<file path="config.mk">
export PLATFORM = sky130hd
export DESIGN_NAME = gibs_ram
export DESIGN_NICKNAME = d
export VERILOG_FILES = /design/src/hdl/gibs_ram.sv
export SDC_FILE = /design/constraint.sdc
export NUM_CORES = 2
export LEC_CHECK = 0
export BUFFER_PORTS_ARGS = -buffer_cell sky130_fd_sc_hd__buf_2
export CAP_MARGIN = 20
export CORE_ASPECT_RATIO = 0.6
export CORE_MARGIN = 1
export CORE_UTILIZATION = 49
export DETAILED_ROUTE_END_ITERATION = 10
export HOLD_SLACK_MARGIN = 0.1
export PLACE_DENSITY = 0.65
export SLEW_MARGIN = 5
export SYNTH_ARGS = -nofsm -noshare
export SYNTH_HDL_FRONTEND = slang
export SYNTH_SLANG_ARGS = --single-unit
export TNS_END_PERCENT = 30
</file>
<file path="constraint.sdc">
create_clock -name clk -period 6.6 [get_ports clk]
set_clock_uncertainty 0.1 [all_clocks]
set_input_delay 0.66 -clock clk [delete_from_list [all_inputs] [get_ports clk]]
set_output_delay 0.66 -clock clk [all_outputs]
set_load 0.02 [all_outputs]
</file>
<file path="src/hdl/gibs_ram.sv">
module gibs_ram #(
	parameter int WIDTH = 48,
	parameter int DEPTH = 64
) (
	input  logic                     clk,
	input  logic                     we,
	input  logic [$clog2(DEPTH)-1:0] waddr,
	input  logic [WIDTH-1:0]         wdata,
	input  logic                     re,
	input  logic [$clog2(DEPTH)-1:0] raddr,
	output logic [WIDTH-1:0]         rdata
);

	logic [WIDTH-1:0] mem [DEPTH];

	always_ff @(posedge clk) begin
		if (we) begin
			mem[waddr] <= wdata;
		end
		if (re) begin
			rdata <= mem[raddr];
		end
	end

endmodule

</file>
==> impl_metrics.py <==
metrics = {
    "clocking": {
        "cts_max_path_buffers": 4,
        "clockRootBuffer": "clkbuf_16",
        "cts_made_buffers": 280,
        "cts_setup_buffers": 0,
        "cts.repair.resized": 0,
        "cts_sinks": 3120,
        "cts_tree": "done",
        "clk_pin_slew_worst_paths_ns": 0.07,
        "clk_latency_ns": 0.87,
        "htreeDepth": 5,
    },
    "placed_design": {
        "place_area_um2": 123000,
        "finalWeightedCongestion": 0.795,
        "placedCellCount": 8118,
        "io_buffers": 110,
        "dpl_worst_slack_ns": 2.39,
        "dp_hpwl_mm": 179,
    },
    "setup_path": {
        "startpoint_type": "input port",
        "cp_max_fo": 59,
        "crit_required_ns": 7.04,
        "critical_path_class": "in2reg",
        "crit_path_end_kind": "flop",
        "cp.arrival_ns": 3.81,
    },
    "grt": {
        "grt_max_degree": 96,
        "antenna_found_initial": 32,
        "globalRouteOverflowTotal": 0,
        "track_usage_pct": 26.1,
        "grt_pass1_wl_mm": 438,
        "grt_pass1_vias": 55500,
    },
    "synth": {
        "synthSimpleGateAreaFrac_pct": 0.953,
        "synth.area.mux_share_pct": 15.1,
        "synth_edf_count": 3120,
        "synth-seq-cells": 3120,
        "synth_top_family_by_area": "multiplexers",
        "synth_compound_area_share_pct": 3.01,
        "synthArstFlopShare_pct": 0,
        "yosysSeqAreaShare_pct": 79.7,
        "yosys_warnings": 0,
        "synthAdderAreaFrac_pct": 0,
        "synth_cell_type_count": 35,
        "synth_fp_nets": 5033,
        "synthXorXnorAreaFrac_pct": 0,
        "synth_area_um2": 118000,
        "synth_cells": 4970,
        "synth_area_per_cell_um2": 23.7,
        "synth_ff_type": "edfxtp_1",
    },
    "timing": {
        "setup_slack_ns": 3.23,
        "max_freq_ghz": 0.297,
        "tightest_slew_ns": 1.23,
        "setup_tns_ns": 0,
        "setup_violations": 0,
        "hold_viol_final": 0,
        "rsz0062_at_grt": "no",
        "period_minus_slack_ns": 3.37,
        "holdWs_ns": 0.124,
        "relSlewSlack_pct": 18.1,
        "finalCritPeriodShare_pct": 51.0,
        "drv_slew": 0,
    },
    "routing": {
        "viasPerCell": 6.61,
        "drtIter0Drc": 9131,
        "drc_errors": 0,
        "dr_total_vias": 57300,
        "routed_wl_mm": 316,
        "drt-pass1-iter-count": 5,
        "ant_nets": 0,
        "wl_per_cell_um": 36.5,
    },
    "power": {
        "p_per_area_nw_per_um2": 302,
        "p_leak_nw": 40.8,
        "vdd_ir_drop_max_mv": 0.256,
        "fin_total_pwr_mw": 40.0,
    },
    "worst_hold_path": {
        "min_path_type": "in2reg",
    },
    "finish": {
        "n_fill_cell": 17200,
        "fin_nets": 5371,
        "design_area_um2": 132000,
        "drive_gt1_share_pct": 28.0,
        "syn_to_final_growth_pct": 12.6,
        "fin_cells": 8675,
        "fin_util_pct": 55.8,
    },
    "die": {
        "die_w_um": 634,
        "rows": 138,
        "die_area_um2": 242000,
        "ios": 111,
        "coreArea_um2": 237000,
        "initial_utilization_pct": 49.6,
        "die_h_um": 381,
    },
    "job": {
        "cap_violations": 0,
    },
    "run_status": {
        "status": "finished, final reports clean",
    },
}
cells in the mapped netlist (2+ instances only):
library cell | count | area, um2
o22ai_1 | 122 | 763
a211oi_1 | 32 | 240
nand2_1 | 55 | 206
buf_2 | 98 | 490
and2_1 | 3 | 18.8
buf_4 | 62 | 465
or3b_2 | 4 | 35.0
nand4_1 | 2 | 12.5
edfxtp_1 | 3120 | 93700
nor2b_1 | 24 | 150
mux2_2 | 12 | 135
or2_2 | 3 | 18.8
nand3b_1 | 5 | 37.5
nor2_1 | 132 | 495
a31o_2 | 5 | 43.8
nand3_1 | 7 | 35.0
buf_6 | 11 | 124
a22o_1 | 57 | 499
a311oi_1 | 11 | 96.3
o221ai_1 | 28 | 245
nand2b_1 | 10 | 62.6
buf_1 | 12 | 45.0
a221oi_1 | 83 | 727
a21oi_1 | 74 | 370
mux4_2 | 754 | 17000
nor3_1 | 3 | 15.0
or3_1 | 3 | 18.8
clkbuf_1 | 98 | 368
mux2i_1 | 63 | 631
a22oi_1 | 72 | 541
state kept, by name, indices dropped and copies added, names as in the netlist:
| register | cells |
|---|---|
| rdata | 48 |
| mem | 3072 |
power breakdown:
group	switching, mW	internal [mW]
combinational	1.27	0.723
sequential	0.0832	22.0
clock	7.13	8.81
metal layers:
| layer | vias to the layer above | global-route usage, % | routed length [um] |
|---|---|---|---|
| met1 | 30900 | 42.4 | 135000 |
| met5 | - | 0 | 27 |
| met4 | 4 | 5.91 | 7160 |
| met3 | 430 | 6.73 | 41000 |
| met2 | 3789 | 35.4 | 133000 |
| li1 | 22200 | - | - |
cell usage in the layout, fill, tap and decap left out, drive strengths merged, types with 2 or more instances in the layout:
master and n:
nand3 7, or3 3, nor2 132, a22o 57, nand4 2, edfxtp 3120, inv 7, clkinvlp 7
clkbuf 345, bufinv 18, buf 318, o22ai 122, a21oi 74, mux2 12, nand2b 10, dlygate4sd3 20
nor3 3, nand3b 5, or2 3, a22oi 72, mux2i 63, and2 3, or3b 4, a311oi 11
a221oi 83, nand2 55, a211oi 32, a31o 5, o221ai 28, clkinv 115, nor2b 24, mux4 754
diode 7
critical path, cell delays in order:
cell and delay, ns:
buf_8 0.50, buf_4 0.51, nand2_2 0.55, buf_12 0.38, o22ai_1 0.28, nor2_1 0.09
a21oi_1 0.61, a221oi_1 0.10
worst paths after layout:
path                            cells past startpoint                    end  slack [ns]                   from
worst min register to register                      5    rdata[19]$_DFFE_PP_        0.84  mem[35][19]$_DFFE_PP_
worst min-delay path                                1  mem[52][41]$_DFFE_PP_        0.12              wdata[41]
worst max register to register                      5    rdata[27]$_DFFE_PP_        4.17  mem[32][27]$_DFFE_PP_
worst max-delay path                                8    rdata[27]$_DFFE_PP_        3.23               raddr[1]
kinds of logic after synthesis:
group           after synthesis
flops                      3120
buf+inv                     282
compound gates              486
simple gates                253
mux                         829
layout make-up:
type / count / area [um2] / share of cell area (%)
Timing Repair Buffer: 338 / 3130 / 2.37
Sequential cell: 3120 / 93700 / 70.7
Clock buffer: 345 / 7510 / 5.67
Multi-Input combinational cell: 1568 / 22900 / 17.3
Tap cell: 3150 / 3940 / 2.98
Antenna cell: 7 / 17.5 / 0.0132
Clock inverter: 147 / 1210 / 0.915
timing repair:
item / in CTS / in global routing
hold endpoints to repair: 0 / 185
endpoints found under the setup margin: 0 / 0
hold buffers: 0 / 20
(Power assumes the default switching activity.)
