==> src/hdl/gibs_pkg.sv <==
package gibs_pkg;

	// Defaults for the top-level parameters
	localparam int MAX_KEPT_DEF   = 64;
	localparam int COORD_BITS_DEF = 12;

	// Fixed field widths of the ports
	localparam int FIELD_W = 12;
	localparam int THR_W   = 16;
	localparam int POS_W   = 6;

	// Threshold after reset: 0.5 as a fraction over 65536
	localparam logic [THR_W-1:0] THR_RESET = 16'd32768;

	typedef struct packed {
		logic [FIELD_W-1:0] left_px;
		logic [FIELD_W-1:0] top_px;
		logic [FIELD_W-1:0] right_px;
		logic [FIELD_W-1:0] bottom_px;
		logic               last_in_frame;
	} box_in_t;

	typedef struct packed {
		logic             keep;
		logic [POS_W-1:0] kept_position;
		logic             overflow;
		logic             frame_done;
	} result_t;

	// Status from the IoU compare pipeline back to the sequencer
	typedef struct packed {
		logic busy;
		logic hit;
	} pipe_status_t;

	typedef enum logic [2:0] {
		ST_IDLE,
		ST_AREA,
		ST_SCAN,
		ST_DRAIN,
		ST_FINISH
	} state_t;

endpackage

==> src/hdl/gibs_iou_pipe.sv <==
module gibs_iou_pipe #(
	parameter int CW = gibs_pkg::COORD_BITS_DEF
) (
	input  logic                       clk,
	input  logic                       arst_n,
	input  logic                       rd_valid,
	input  logic [4*CW-1:0]            q_box,
	input  logic [4*CW-1:0]            cur_box,
	input  logic [2*CW-1:0]            area_p,
	input  logic [gibs_pkg::THR_W-1:0] thr,
	output gibs_pkg::pipe_status_t     status
);
	import gibs_pkg::*;

	localparam int AW_ = 2 * CW;          // area width
	localparam int UW  = AW_ + 1;         // union width
	localparam int PW  = THR_W + UW;      // product / compare width

	logic [CW-1:0] pl, pt, pr, pb, ql, qt, qr, qb;
	logic [CW-1:0] il, it, ir, ib;
	logic [CW-1:0] iw, ih, qw, qh;

	logic          v_s1_q, v_s2_q, v_s3_q, v_s4_q;
	logic [CW-1:0] iw_s1, ih_s1, qw_s1, qh_s1;
	logic [AW_-1:0] inter_s2, areaq_s2;
	logic [AW_-1:0] inter_s3;
	logic [UW-1:0]  uni_s3;
	logic [AW_-1:0] inter_s4;
	logic [PW-1:0]  prod_s4;
	logic [PW-1:0]  lhs;

	assign {pl, pt, pr, pb} = cur_box;
	assign {ql, qt, qr, qb} = q_box;

	// Intersection corners; an empty overlap gives zero width
	always_comb begin
		il = (pl > ql) ? pl : ql;
		it = (pt > qt) ? pt : qt;
		ir = (pr < qr) ? pr : qr;
		ib = (pb < qb) ? pb : qb;
		iw = (ir > il) ? ir - il : '0;
		ih = (ib > it) ? ib - it : '0;
		qw = (qr > ql) ? qr - ql : '0;
		qh = (qb > qt) ? qb - qt : '0;
	end

	always_ff @(posedge clk or negedge arst_n) begin
		if (!arst_n) begin
			v_s1_q <= 1'b0;
			v_s2_q <= 1'b0;
			v_s3_q <= 1'b0;
			v_s4_q <= 1'b0;
		end else begin
			v_s1_q <= rd_valid;
			v_s2_q <= v_s1_q;
			v_s3_q <= v_s2_q;
			v_s4_q <= v_s3_q;
		end
	end

	always_ff @(posedge clk) begin
		iw_s1    <= iw;
		ih_s1    <= ih;
		qw_s1    <= qw;
		qh_s1    <= qh;
		inter_s2 <= AW_'(iw_s1) * AW_'(ih_s1);
		areaq_s2 <= AW_'(qw_s1) * AW_'(qh_s1);
		inter_s3 <= inter_s2;
		uni_s3   <= UW'(area_p) + UW'(areaq_s2) - UW'(inter_s2);
		inter_s4 <= inter_s3;
		prod_s4  <= PW'(thr) * PW'(uni_s3);
	end

	// inter * 65536 against thr * union
	assign lhs = PW'({inter_s4, 16'h0000});

	assign status.busy = v_s1_q | v_s2_q | v_s3_q | v_s4_q;
	assign status.hit  = v_s4_q & (lhs > prod_s4);

endmodule

==> config.mk <==
export PLATFORM = sky130hd
export DESIGN_NAME = gibs_iou_pipe
export DESIGN_NICKNAME = d
export VERILOG_FILES = /design/src/hdl/gibs_pkg.sv /design/src/hdl/gibs_iou_pipe.sv
export SDC_FILE = /design/constraint.sdc
export NUM_CORES = 2
export LEC_CHECK = 0
export ABC_AREA = 1
export ABC_CLOCK_PERIOD_IN_PS = 6250
export BUFFER_PORTS_ARGS = -buffer_cell sky130_fd_sc_hd__clkbuf_2
export CORE_MARGIN = 4
export CORE_UTILIZATION = 60
export CTS_CLUSTER_DIAMETER = 120
export CTS_CLUSTER_SIZE = 25
export DETAILED_ROUTE_END_ITERATION = 10
export PLACE_DENSITY = 0.79
export SETUP_SLACK_MARGIN = 0.02
export SYNTH_ARGS = -nofsm -noshare
export SYNTH_HDL_FRONTEND = slang
export SYNTH_SLANG_ARGS = --single-unit
==> constraint.sdc <==
create_clock -name clk -period 6.25 [get_ports clk]
set_input_delay 1.875 -clock clk [delete_from_list [all_inputs] [get_ports clk]]
set_output_delay 1.875 -clock clk [all_outputs]
set_load 0.05 [all_outputs]
==> run metrics <==
clock buffer depth 3; slowest library cell on the worst path fa_1; Yosys cell types 44; Max Fclk 158 MHz; status complete, but fails checks; syn_area_per_cell around 7.4 um2; ys async rst share ~1.9%; post-route core utilization between 60% and 70%; Most used DFF post-synth dfxtp_1; Post-Syn Instances ~4700; RSZ-0062 raised after global routing true; clock root buffer clkbuf_16; vias roughly 30000; Vias/cell ~5.2; I/O Buffers 140; initial antenna violation count 3; Hold-fix buffers, CTS 0; area of placed instances 37800 um2; largest cells by area after synthesis fa_1, nand2_1, inv_1, ha_1, dfxtp_1; hold crit path type reg2reg; share of cells above drive strength 1 about an eighth; EDFF count, synth 0; # DRC 0; Yosys top cell area share between 30 and 40%; pin count of the biggest net entering global routing 26; Worst-Skew Late Latency around 0.5 ns; dominant cell type by area after synthesis fa_1; # IOs around 140; nets between 5000 and 6000; Worst EP arrival slightly below 7 ns; Seq cells post-synth 214; Worst Path Max Fanout 5; Die ar. 62600 um2; Layout Skew 0.0129 ns; GRT Total Usage about 29%; post-synthesis sequential area ratio approximately an eighth; dpl ws -0.679 ns; failing checks setup timing; fin. max-slew vios 0; Tightest Pin Transition 1.11 ns; Post-Route WL 92.1 mm; grt ovf 0; P&R area growth vs syn 11.8%; WP data required roughly 6.6 ns; post-route cell area around 39000 um2; core area ~58000 um2; syn_nets 5808; most frequent CP cell fa_1; Max stage delay on crit path 0.59 ns; clk sink count between 200 and 250; Pre-Repair DR Iteration Count 6; Finish-stage setup viols 17; Syn. warnings 0; final setup margin -0.0935 ns; fin crit share 101%; Final HPWL DP just under 80 mm; worst path bufs/invs 6; Worst Path Class, Setup in2reg; Placer Congestion ~1.0; initial core utilization about 61%; post-route antenna net violation count 0; Worst-path clk slew about 0.10 ns; first-pass GRT wire length between 100 and 150 mm; H-tree depth 1; Die Y about 250 um; CP delay by family, top adder cells; DRT iter0 DRCs approximately 1500; post-DR wirelength/cell 16.2 um; cell area after synthesis roughly 35000 um2; CP startpoint kind input port; sequence of cells on the critical path buf_12, clkbuf_16, nand2_4, fa_1, inv_2, fa_1, fa_1, fa_1, fa_1, inv_2, fa_1, inv_2, ha_4, nand2_4, inv_4, nand2_4, nor3_2, nand2_1, nand2_4, nand2_1, nand3_1, nand2_1; fin crit period ~6.3 ns; CTS tree done; # rows roughly 90; CTS Buf Count 12; max cap viols 0; final number of hold-violating endpoints 0; die span in x about 250 um; slew margin rel. approximately a quarter; vias in the first global route between 30000 and 40000; Crit. End Element flop
[registers in the layout (all words and copies together), names as in the netlist, 12 cells and up]
signal / flops
qw_s1: 12
prod_s4: 41
iw_s1: 12
qh_s1: 12
inter_s3: 24
inter_s2: 24
ih_s1: 12
uni_s3: 25
inter_s4: 24
areaq_s2: 24
[metrics by stage]
step	TNS (ns)	cells	hold slack (ns)
after floorplan	-2.99	4741	0.310
after global placement	-14.55	5629	0.311
after detailed placement	-16.16	5629	0.312
after CTS	-0.0151	5646	0.324
after global routing	-4.13	5674	0.330
final	-0.855	5675	0.327
[per-layer routing]
metal	routed length [um]	global-route usage, %
met1	34300	33.4
met2	48100	54.5
met3	4840	3.70
met4	4810	10.0
met5	35	0
[synthesized netlist by cell type (13+ instances only)]
cell type,number
nand2_1,1295
inv_1,1269
fa_1,548
ha_1,380
dfxtp_1,210
nor2_1,181
a21oi_1,179
clkbuf_1,148
nand3_1,137
xor2_1,73
o21ai_0,71
nand4_1,29
nor3_1,26
a21o_1,21
nand2_2,20
xnor2_1,19
o21bai_1,13
[area by class of cell]
cell class                 instances  area, um2
clock inverter                     2       13.8
fill                            4729      18500
sequential                       214       4300
inverter                        1274       4800
clock buffer                      13        325
multi-input combinational       3093      26600
tap                              765        957
timing repair buffer             313       2420
antenna                            1       2.50
[worst register-to-register path: cells and delay by family, from the launching register on]
| kind | cells | cell delay [ns] |
|---|---|---|
| adder cells (fa/ha/maj) | 7 | 3.42 |
| buffers and inverters | 4 | 0.27 |
| flip-flops | 1 | 1.04 |
| AND/OR/NAND/NOR | 9 | 1.00 |
[kinds of logic after synthesis]
group / count (synthesis) / synth area share [%]
simple gates: 1740 / 20.1
buf+inv: 1434 / 15.4
fa+ha+maj: 928 / 44.6
compound gates: 333 / 5.34
flops: 214 / 12.2
xor+xnor: 92 / 2.29
[cell usage in the layout, fill, tap and decap left out, types with 18 or more instances in the layout]
cell type     n
a21o_1       21
a21oi_1     159
a21oi_2      20
buf_4       144
clkbuf_16    19
clkbuf_2    125
dfxtp_1     210
fa_1        531
ha_1        359
ha_4         20
inv_1      1214
inv_2        54
nand2_1    1213
nand2_2      67
nand2_4      33
nand3_1     130
nand4_1      29
nor2_1      165
nor2_2       19
nor3_1       21
o21ai_0      67
xnor2_1      18
xor2_1       67
[path summary, 6_finish.rpt]
kind	depth (start not counted)	slack, ns	start	end
setup / recovery	22	-0.09	thr[6]	prod_s4[35]$_DFF_P_
min in group asynchronous	1	1.18	arst_n	v_s2_q$_DFF_PN0_
max in group asynchronous	1	4.95	arst_n	v_s4_q$_DFF_PN0_
hold / removal	0	0.33	inter_s3[7]$_DFF_P_	inter_s4[7]$_DFF_P_
setup reg to reg	20	0.42	uni_s3[5]$_DFF_P_	prod_s4[35]$_DFF_P_
hold reg to reg	0	0.33	inter_s3[7]$_DFF_P_	inter_s4[7]$_DFF_P_
[repair_timing]
| action | in CTS | in global routing |
|---|---|---|
| resized for setup | 45 | 256 |
| setup endpoints to repair | 22 | 29 |
| pin swaps | 19 | 96 |
| gates cloned | 1 | 7 |
| buffers inserted | 1 | 21 |
Power is not shown: default switching activity piles up to over one toggle a cycle in this logic, so the estimate is an artifact.
